### src/sv/cset_pkg.sv
// ----------------------------------------------------------------------------
// cset_pkg
// Shared constants, types and helpers for the cue schedule elapsed timer.
// ----------------------------------------------------------------------------
package cset_pkg;

    localparam int NUM_CUES = 8;
    localparam int CH_W     = 3;
    localparam int TIME_W   = 32;
    localparam int VAL_W    = TIME_W + 2;   // time minus cue start, with headroom
    localparam int X_W      = VAL_W + 1;    // value minus loop base
    localparam int SZ_W     = TIME_W + 1;   // loop span magnitude
    localparam int CNT_W    = $clog2(X_W);
    localparam int CFG_IDX_W = 3;
    localparam int CFG_W    = 64;

    localparam logic [1:0] LM_NONE   = 2'd0;
    localparam logic [1:0] LM_WRAP   = 2'd1;
    localparam logic [1:0] LM_MIRROR = 2'd2;

    localparam logic [1:0] DM_SINGLE      = 2'd0;
    localparam logic [1:0] DM_UNTIL_NEXT  = 2'd1;
    localparam logic [1:0] DM_UNTIL_RESET = 2'd2;

    localparam logic [CFG_IDX_W-1:0] REG_CUE_12     = 3'd0;
    localparam logic [CFG_IDX_W-1:0] REG_CUE_34     = 3'd1;
    localparam logic [CFG_IDX_W-1:0] REG_CUE_56     = 3'd2;
    localparam logic [CFG_IDX_W-1:0] REG_CUE_78     = 3'd3;
    localparam logic [CFG_IDX_W-1:0] REG_CUE_COUNT  = 3'd4;
    localparam logic [CFG_IDX_W-1:0] REG_DUR_MODE   = 3'd5;
    localparam logic [CFG_IDX_W-1:0] REG_LOOP_MODE  = 3'd6;

    typedef struct packed {
        logic                     start;
        logic signed [VAL_W-1:0]  value;
        logic signed [TIME_W-1:0] len;
        logic [1:0]               mode;
    } shape_cmd_t;

    typedef struct packed {
        logic                     done;
        logic signed [TIME_W-1:0] result;
    } shape_rsp_t;

    function automatic logic signed [TIME_W-1:0] sat32(input logic signed [X_W-1:0] v);
        logic signed [X_W-1:0] hi;
        logic signed [X_W-1:0] lo;
        hi = X_W'(33'sh0_7FFF_FFFF);
        lo = -hi - X_W'(1);
        if (v > hi) begin
            sat32 = {1'b0, {(TIME_W-1){1'b1}}};
        end else if (v < lo) begin
            sat32 = {1'b1, {(TIME_W-1){1'b0}}};
        end else begin
            sat32 = v[TIME_W-1:0];
        end
    endfunction

endpackage

### src/sv/cset_shape_unit.sv
// ----------------------------------------------------------------------------
// cset_shape_unit
// Loop shaping unit: pass-through, wrap or mirror of a time value against the
// loop length, using a bit-serial remainder (one bit per cycle), saturated.
// ----------------------------------------------------------------------------
module cset_shape_unit
    import cset_pkg::*;
(
    input  logic       aclk,
    input  logic       aresetn,
    input  shape_cmd_t cmd,
    output shape_rsp_t rsp
);

    localparam logic [2:0] U_IDLE = 3'd0;
    localparam logic [2:0] U_PREP = 3'd1;
    localparam logic [2:0] U_DIV  = 3'd2;
    localparam logic [2:0] U_FIX  = 3'd3;
    localparam logic [2:0] U_FOLD = 3'd4;

    logic [2:0]               st_reg, st_next;
    logic                     done_reg, done_next;
    logic signed [VAL_W-1:0]  value_reg, value_next;
    logic signed [VAL_W-1:0]  len_reg, len_next;
    logic [1:0]               mode_reg, mode_next;
    logic signed [VAL_W-1:0]  m_reg, m_next;
    logic signed [VAL_W-1:0]  lo_reg, lo_next;
    logic [SZ_W-1:0]          size_reg, size_next;
    logic [X_W-1:0]           mag_reg, mag_next;
    logic                     neg_reg, neg_next;
    logic [SZ_W-1:0]          rem_reg, rem_next;
    logic [CNT_W-1:0]         cnt_reg, cnt_next;
    logic signed [VAL_W-1:0]  w_reg, w_next;
    logic signed [TIME_W-1:0] result_reg, result_next;

    logic signed [VAL_W-1:0]  m_w;
    logic signed [X_W-1:0]    x_w;
    logic [SZ_W:0]            trial_w;
    logic [SZ_W-1:0]          r_w;
    logic signed [X_W-1:0]    fold_w;

    always_comb begin
        st_next     = st_reg;
        done_next   = 1'b0;
        value_next  = value_reg;
        len_next    = len_reg;
        mode_next   = mode_reg;
        m_next      = m_reg;
        lo_next     = lo_reg;
        size_next   = size_reg;
        mag_next    = mag_reg;
        neg_next    = neg_reg;
        rem_next    = rem_reg;
        cnt_next    = cnt_reg;
        w_next      = w_reg;
        result_next = result_reg;

        m_w     = (mode_reg == LM_MIRROR) ? (len_reg <<< 1) : len_reg;
        x_w     = X_W'(value_reg) - ((m_w < 0) ? X_W'(m_w) : X_W'(0));
        trial_w = {rem_reg, mag_reg[X_W-1]};
        r_w     = (neg_reg && (rem_reg != '0)) ? (size_reg - rem_reg) : rem_reg;
        fold_w  = ((mode_reg == LM_MIRROR) && (w_reg > len_reg)) ?
                  (X_W'(m_reg) - X_W'(w_reg)) : X_W'(w_reg);

        case (st_reg)
            U_IDLE: begin
                if (cmd.start) begin
                    value_next = cmd.value;
                    len_next   = VAL_W'(cmd.len);
                    mode_next  = cmd.mode;
                    st_next    = U_PREP;
                end
            end
            U_PREP: begin
                if ((mode_reg != LM_WRAP) && (mode_reg != LM_MIRROR)) begin
                    result_next = sat32(X_W'(value_reg));
                    done_next   = 1'b1;
                    st_next     = U_IDLE;
                end else if (m_w == '0) begin
                    result_next = '0;
                    done_next   = 1'b1;
                    st_next     = U_IDLE;
                end else begin
                    m_next    = m_w;
                    lo_next   = (m_w < 0) ? m_w : '0;
                    size_next = (m_w < 0) ? SZ_W'(-m_w) : SZ_W'(m_w);
                    neg_next  = x_w < 0;
                    mag_next  = (x_w < 0) ? X_W'(-x_w) : X_W'(x_w);
                    rem_next  = '0;
                    cnt_next  = CNT_W'(X_W - 1);
                    st_next   = U_DIV;
                end
            end
            U_DIV: begin
                if (trial_w >= {1'b0, size_reg}) begin
                    rem_next = SZ_W'(trial_w - {1'b0, size_reg});
                end else begin
                    rem_next = trial_w[SZ_W-1:0];
                end
                mag_next = mag_reg << 1;
                if (cnt_reg == '0) begin
                    st_next = U_FIX;
                end else begin
                    cnt_next = cnt_reg - 1'b1;
                end
            end
            U_FIX: begin
                w_next  = lo_reg + $signed(VAL_W'(r_w));
                st_next = U_FOLD;
            end
            U_FOLD: begin
                result_next = sat32(fold_w);
                done_next   = 1'b1;
                st_next     = U_IDLE;
            end
            default: begin
                st_next = U_IDLE;
            end
        endcase
    end

    always_ff @(posedge aclk) begin
        if (!aresetn) begin
            st_reg   <= U_IDLE;
            done_reg <= 1'b0;
        end else begin
            st_reg   <= st_next;
            done_reg <= done_next;
        end
        value_reg  <= value_next;
        len_reg    <= len_next;
        mode_reg   <= mode_next;
        m_reg      <= m_next;
        lo_reg     <= lo_next;
        size_reg   <= size_next;
        mag_reg    <= mag_next;
        neg_reg    <= neg_next;
        rem_reg    <= rem_next;
        cnt_reg    <= cnt_next;
        w_reg      <= w_next;
        result_reg <= result_next;
    end

    assign rsp.done   = done_reg;
    assign rsp.result = result_reg;

endmodule

### src/sv/cue_schedule_elapsed_timer_unit.sv
// ----------------------------------------------------------------------------
// cue_schedule_elapsed_timer_unit
// Shapes each time sample by the loop mode, tracks per-cue started flags and
// emits channel and elapsed time for every cue that fires.
// ----------------------------------------------------------------------------
//  channel  | ports            | content
//  ---------+------------------+-------------------------------------------
//  input    | s_tvalid/tready  | s_tdata: time_value
//  result   | m_tvalid/tready  | m_tdata: channel, elapsed; m_tlast: last_of_run
//  config   | cfg_we           | cfg_index, cfg_wdata
//
//  The loop shaper resolves one remainder bit per cycle with wrap or mirror and
//  skips the division otherwise; one shaping for the sample and one for each
//  fired cue. A new sample is accepted only after all results of the previous
//  sample have been sent.
//  s_tready is high only while idle. A stalled result holds the sequencer.
//  Reset is synchronous: started flags and prior time clear, registers load
//  their defaults; no clearing pass.
// ----------------------------------------------------------------------------
module cue_schedule_elapsed_timer_unit
    import cset_pkg::*;
(
    input  logic                 aclk,
    input  logic                 aresetn,
    input  logic                 s_tvalid,
    output logic                 s_tready,
    input  logic [31:0]          s_tdata,   // [31:0] time_value
    output logic                 m_tvalid,
    input  logic                 m_tready,
    output logic [39:0]          m_tdata,   // [2:0] channel, [34:3] elapsed
    output logic                 m_tlast,
    input  logic                 cfg_we,
    input  logic [CFG_IDX_W-1:0] cfg_index,
    input  logic [CFG_W-1:0]     cfg_wdata
);

    localparam logic [2:0] ST_IDLE = 3'd0;
    localparam logic [2:0] ST_LOOP = 3'd1;
    localparam logic [2:0] ST_FIRE = 3'd2;
    localparam logic [2:0] ST_SCAN = 3'd3;
    localparam logic [2:0] ST_CALC = 3'd4;
    localparam logic [2:0] ST_OUT  = 3'd5;

    logic [2:0]               state_reg, state_next;
    logic [CFG_W-1:0]         cue_reg [NUM_CUES/2];
    logic [3:0]               count_reg;
    logic [1:0]               dur_reg;
    logic [1:0]               loop_reg;
    logic signed [TIME_W-1:0] time_reg, time_next;
    logic signed [TIME_W-1:0] looped_reg, looped_next;
    logic signed [TIME_W-1:0] prior_reg, prior_next;
    logic [NUM_CUES-1:0]      started_reg, started_next;
    logic [NUM_CUES-1:0]      mask_reg, mask_next;
    logic [CH_W-1:0]          chan_reg, chan_next;
    logic signed [TIME_W-1:0] elapsed_reg, elapsed_next;
    logic                     last_reg, last_next;

    logic signed [TIME_W-1:0] cue_time [NUM_CUES];
    logic [3:0]               n_w;
    logic signed [TIME_W-1:0] len_w;
    logic                     just_w;
    logic [NUM_CUES-1:0]      now_w;
    logic [NUM_CUES-1:0]      fire_w;
    logic [NUM_CUES-1:0]      low_w;
    logic [CH_W-1:0]          pick_w;
    logic                     prev_b;
    shape_cmd_t               cmd;
    shape_rsp_t               rsp;

    cset_shape_unit u_shape (
        .aclk    (aclk),
        .aresetn (aresetn),
        .cmd     (cmd),
        .rsp     (rsp)
    );

    always_comb begin
        for (int i = 0; i < NUM_CUES; i++) begin
            cue_time[i] = (i % 2 == 1) ? cue_reg[i/2][63:32] : cue_reg[i/2][31:0];
        end
        n_w   = (count_reg > 4'(NUM_CUES)) ? 4'(NUM_CUES) : count_reg;
        len_w = (n_w == '0) ? '0 : cue_time[CH_W'(n_w - 4'd1)];
    end

    always_comb begin
        just_w = looped_reg < prior_reg;
        for (int i = 0; i < NUM_CUES; i++) begin
            now_w[i]  = (4'(i) < n_w) && (looped_reg >= cue_time[i]);
            prev_b    = (dur_reg == DM_SINGLE && just_w) ? 1'b0 : started_reg[i];
            fire_w[i] = 1'b0;
            if (now_w[i] || prev_b) begin
                case (dur_reg)
                    DM_SINGLE:      fire_w[i] = !prev_b;
                    DM_UNTIL_NEXT:  fire_w[i] = (i == NUM_CUES - 1) ||
                                                !started_reg[(i + 1) % NUM_CUES];
                    DM_UNTIL_RESET: fire_w[i] = 1'b1;
                    default:        fire_w[i] = 1'b0;
                endcase
            end
        end
    end

    always_comb begin
        low_w  = mask_reg & (~mask_reg + 1'b1);
        pick_w = '0;
        for (int i = NUM_CUES - 1; i >= 0; i--) begin
            if (mask_reg[i]) begin
                pick_w = CH_W'(i);
            end
        end
    end

    always_comb begin
        cmd.start = 1'b0;
        cmd.len   = len_w;
        cmd.mode  = loop_reg;
        if (state_reg == ST_SCAN) begin
            cmd.value = VAL_W'(time_reg) - VAL_W'(cue_time[pick_w]);
        end else begin
            cmd.value = VAL_W'($signed(s_tdata));
        end

        state_next   = state_reg;
        time_next    = time_reg;
        looped_next  = looped_reg;
        prior_next   = prior_reg;
        started_next = started_reg;
        mask_next    = mask_reg;
        chan_next    = chan_reg;
        elapsed_next = elapsed_reg;
        last_next    = last_reg;

        case (state_reg)
            ST_IDLE: begin
                if (s_tvalid) begin
                    cmd.start  = 1'b1;
                    time_next  = $signed(s_tdata);
                    state_next = ST_LOOP;
                end
            end
            ST_LOOP: begin
                if (rsp.done) begin
                    looped_next = rsp.result;
                    state_next  = ST_FIRE;
                end
            end
            ST_FIRE: begin
                started_next = now_w;
                prior_next   = looped_reg;
                mask_next    = fire_w;
                state_next   = (fire_w == '0) ? ST_IDLE : ST_SCAN;
            end
            ST_SCAN: begin
                cmd.start  = 1'b1;
                chan_next  = pick_w;
                state_next = ST_CALC;
            end
            ST_CALC: begin
                if (rsp.done) begin
                    elapsed_next = rsp.result;
                    last_next    = (mask_reg & ~low_w) == '0;
                    mask_next    = mask_reg & ~low_w;
                    state_next   = ST_OUT;
                end
            end
            ST_OUT: begin
                if (m_tready) begin
                    state_next = (mask_reg == '0) ? ST_IDLE : ST_SCAN;
                end
            end
            default: begin
                state_next = ST_IDLE;
            end
        endcase
    end

    always_ff @(posedge aclk) begin
        if (!aresetn) begin
            state_reg   <= ST_IDLE;
            cue_reg[0]  <= 64'h0002_0000_0001_0000;
            cue_reg[1]  <= '0;
            cue_reg[2]  <= '0;
            cue_reg[3]  <= '0;
            count_reg   <= 4'd2;
            dur_reg     <= DM_UNTIL_RESET;
            loop_reg    <= LM_NONE;
            prior_reg   <= '0;
            started_reg <= '0;
        end else begin
            state_reg   <= state_next;
            prior_reg   <= prior_next;
            started_reg <= started_next;
            if (cfg_we) begin
                case (cfg_index)
                    REG_CUE_12:    cue_reg[0] <= cfg_wdata;
                    REG_CUE_34:    cue_reg[1] <= cfg_wdata;
                    REG_CUE_56:    cue_reg[2] <= cfg_wdata;
                    REG_CUE_78:    cue_reg[3] <= cfg_wdata;
                    REG_CUE_COUNT: count_reg  <= cfg_wdata[3:0];
                    REG_DUR_MODE:  dur_reg    <= cfg_wdata[1:0];
                    REG_LOOP_MODE: loop_reg   <= cfg_wdata[1:0];
                    default: begin
                    end
                endcase
            end
        end
        time_reg    <= time_next;
        looped_reg  <= looped_next;
        mask_reg    <= mask_next;
        chan_reg    <= chan_next;
        elapsed_reg <= elapsed_next;
        last_reg    <= last_next;
    end

    assign s_tready = state_reg == ST_IDLE;
    assign m_tvalid = state_reg == ST_OUT;
    assign m_tdata  = {5'd0, elapsed_reg, chan_reg};
    assign m_tlast  = last_reg;

endmodule

### config.mk
export PLATFORM = sky130hd
export DESIGN_NAME = cue_schedule_elapsed_timer_unit
export DESIGN_NICKNAME = d
export VERILOG_FILES = /design/src/sv/cset_pkg.sv /design/src/sv/cset_shape_unit.sv /design/src/sv/cue_schedule_elapsed_timer_unit.sv
export SDC_FILE = /design/constraint.sdc
export NUM_CORES = 2
export LEC_CHECK = 0
export BUFFER_PORTS_ARGS = -buffer_cell sky130_fd_sc_hd__buf_2
export CAP_MARGIN = 5
export CORE_UTILIZATION = 45
export DETAILED_ROUTE_END_ITERATION = 8
export PLACE_DENSITY_LB_ADDON = 0.15
export SETUP_SLACK_MARGIN = 0.2
export SLEW_MARGIN = 20
export SYNTH_ARGS = -nofsm -noshare
export SYNTH_HDL_FRONTEND = slang
export SYNTH_SLANG_ARGS = --single-unit
### constraint.sdc
create_clock -name aclk -period 18.8 [get_ports aclk]
set_input_delay 3.76 -clock aclk [delete_from_list [all_inputs] [get_ports aclk]]
set_output_delay 3.76 -clock aclk [all_outputs]
set_load 0.02 [all_outputs]
==> flow_metrics.tcl <==
set metrics [dict create \
    yosysSeqAreaShare_pct 41.3 \
    fin_nets 5795 \
    io_pins 147 \
    io_buffer_count 141 \
    placementRows 123 \
    timing_worst_slew_pin_value_ns 1.10 \
    drive_gt1_share_pct 9.98 \
    fillerInstances 10400 \
    ctsRootBufferMaster "clkbuf_16" \
    worstSkewPairLatency_ns 0.67 \
    worstRegToRegCells 20 \
    vias_per_cell 5.86 \
    synth_edf_count 670 \
    cts_hold_buf 0 \
    overflow 0 \
    grt_pass1_vias 38000 \
    start_util_pct 45.6 \
    hold_depth 2 \
    startpoint_type "flip-flop" \
    largest_reg_flops 256 \
    cts.sinks 725 \
    worstSetupEndpointType "flip-flop" \
    place_congestion 0.948 \
    timing.fmax_mhz 149 \
    syn_area_sq_um 51400 \
    finalHoldViolations 0 \
    gr-usage-all-layers_pct 27.0 \
    htreeDepth 3 \
    die_y_um 340 \
    synth_seq_cells 725 \
    routedWlPerCell_um 23.5 \
    syn_area_per_cell_sq_um 10.2 \
    grt_max_degree 80 \
    cp_data_required_time_ns 19.18 \
    yosysWarnings 0 \
    synth_ff_type "edfxtp_1" \
    slew_viol_final 0 \
    postCtsSetupBuffers 0 \
    core_area_sq_um 113000 \
    async_reset_ff_share_pct 0 \
    leakage_nw 23.2 \
    period_share_pct 35.6 \
    numCtsBuffers 85 \
    relSlewSlack_pct 25.9 \
    postCtsResizedCells 0 \
    peakVddDrop_uv 69.8 \
    grt_pass1_wl_um 237000 \
    hpwl_um 120000 \
    cp_max_fo 41 \
    setup_tns_ns 0 \
    die_w_um 340 \
    clockBufferDepth 3 \
    vias 39400 \
    p_per_area_nw_per_um2 95.2 \
    min_period_ns 6.69 \
    rsz0062_at_grt "false" \
    area_growth_syn_to_layout_pct 10.5 \
    dieArea_sq_um 116000 \
    firstDrtPassIters 6 \
    setup_viol 0 \
    hold_class "flip-flop to flip-flop" \
    clk_pin_slew_ns 0.06 \
    yosysUniqueCellTypes 88 \
    wirelength_um 158000 \
    antenna_left 0 \
    critPathArrivalTime_ns 7.07 \
    utilization_pct 50.4 \
    skew_ns 0.0248 \
    maxCapViolations 0 \
    synthCells 5047 \
    antenna_found_initial 5 \
    cts_tree "built" \
    drt-initial-drc-count 3595 \
    drc 0 \
    crit_type "flip-flop to flip-flop" \
    status "complete, no violations" \
]
-- layer usage --
| layer | wire length, um | track usage (%) | up-vias |
|---|---|---|---|
| met4 | 5880 | 9.77 | 0 |
| met2 | 72100 | 43.4 | 1247 |
| met1 | 70400 | 37.1 | 19200 |
| met3 | 9660 | 3.92 | 240 |
| li1 | - | - | 18700 |
| met5 | 0 | 0 | - |
-- worst paths after layout --
path / from / to / slack (ns)
worst max-delay path: mask_reg[7]$_DFFE_PP_ / u_shape.value_reg[31]$_DFFE_PP_ / 12.11
worst max register to register: mask_reg[7]$_DFFE_PP_ / u_shape.value_reg[31]$_DFFE_PP_ / 12.11
worst min register to register: prior_reg[31]$_SDFFE_PN0P_ / prior_reg[31]$_SDFFE_PN0P_ / 0.45
worst min-delay path: prior_reg[31]$_SDFFE_PN0P_ / prior_reg[31]$_SDFFE_PN0P_ / 0.45
-- report_power, final --
group	switching, W	internal (W)
clock	0.000703	0.00107
sequential	0.000109	0.00197
combinational	0.000942	0.000617
-- cell usage in the layout (no fill, tap or decap), types with 28 or more instances in the layout --
cell type | synthesis | layout
a211oi_1 | 32 | 32
a21o_1 | 148 | 148
a21oi_1 | 352 | 349
a31oi_1 | 43 | 43
and2_1 | 288 | 286
and3_1 | 40 | 40
buf_2 | 7 | 141
buf_4 | 6 | 47
clkbuf_16 | 0 | 89
dfxtp_1 | 55 | 55
edfxtp_1 | 670 | 670
ha_1 | 531 | 528
inv_1 | 538 | 535
mux2i_1 | 114 | 114
mux4_2 | 128 | 128
nand2_1 | 355 | 351
nand2b_1 | 45 | 45
nand3_1 | 68 | 68
nand4_1 | 88 | 88
nor2_1 | 289 | 285
nor2b_1 | 48 | 47
nor3_1 | 69 | 68
o211ai_1 | 56 | 56
o21a_1 | 68 | 68
o21ai_0 | 275 | 273
o21bai_1 | 29 | 28
or3_1 | 28 | 28
xnor2_1 | 137 | 137
xor2_1 | 77 | 77
-- kinds of logic after synthesis --
group                    after synthesis  synth area share [%]
buffers and inverters                713                  5.27
flip-flops                           725                  41.3
adder cells (fa/ha/maj)              538                  13.2
AO/OA/AOI/OAI                       1202                  14.7
multiplexers                         247                  7.94
AND/OR/NAND/NOR                     1407                  13.9
other                                  1               0.00730
XOR/XNOR                             214                  3.65
-- layout make-up --
class	instances	area, sq um	area share [%]
diodes	3	7.51	0.0132
clock buffers	109	2370	4.18
clock inverters	46	574	1.01
inverters	541	2040	3.58
multi-input cells	3613	27700	48.7
flip-flops and latches	725	21200	37.3
well taps	1500	1880	3.30
repair buffers	188	1060	1.86
-- stage by stage --
| step | hold WS (ns) | setup WS, ns | total power, W | std cells | cell area, sq um |
|---|---|---|---|---|---|
| 2_1_floorplan | 0.408 | 7.08 | 0.00321 | 5051 | 51400 |
| 3_3_place_gp | 0.436 | 12.23 | 0.00363 | 6567 | 53900 |
| 3_5_place_dp | 0.442 | 12.11 | 0.00364 | 6567 | 53900 |
| 4_1_cts | 0.451 | 12.09 | 0.00542 | 6722 | 56800 |
| 5_1_grt | 0.466 | 11.65 | 0.00567 | 6722 | 56800 |
| 6_report | 0.454 | 12.11 | 0.00541 | 6725 | 56800 |
-- critical path, cell delays in order, from the launching register on --
cell	delay, ns
edfxtp_1	0.46
a21oi_1	0.20
nor2_1	0.06
nor2_1	0.10
nor2_1	0.07
o21bai_4	0.11
buf_4	0.42
buf_4	0.74
mux4_2	0.60
mux2i_1	0.30
ha_1	0.29
o21ai_0	0.13
a211oi_1	0.43
nand2b_1	0.13
o21ai_0	0.49
o21ai_0	0.34
o311ai_1	0.81
a21oi_1	0.17
o21ai_0	0.28
xnor2_1	0.15
o21ai_0	0.09
-- Yosys cell counts, types with 69 or more instances --
cell | n | area, sq um
mux2i_1 | 114 | 1140
nand4_1 | 88 | 551
and2_1 | 288 | 1800
nor3_1 | 69 | 345
edfxtp_1 | 670 | 20100
xor2_1 | 77 | 674
nand2_1 | 355 | 1330
mux4_2 | 128 | 2880
a21oi_1 | 352 | 1760
ha_1 | 531 | 6640
nor2_1 | 289 | 1080
inv_1 | 538 | 2020
xnor2_1 | 137 | 1200
o21ai_0 | 275 | 1380
clkbuf_1 | 138 | 518
a21o_1 | 148 | 1110
(Power assumes the default switching activity.)
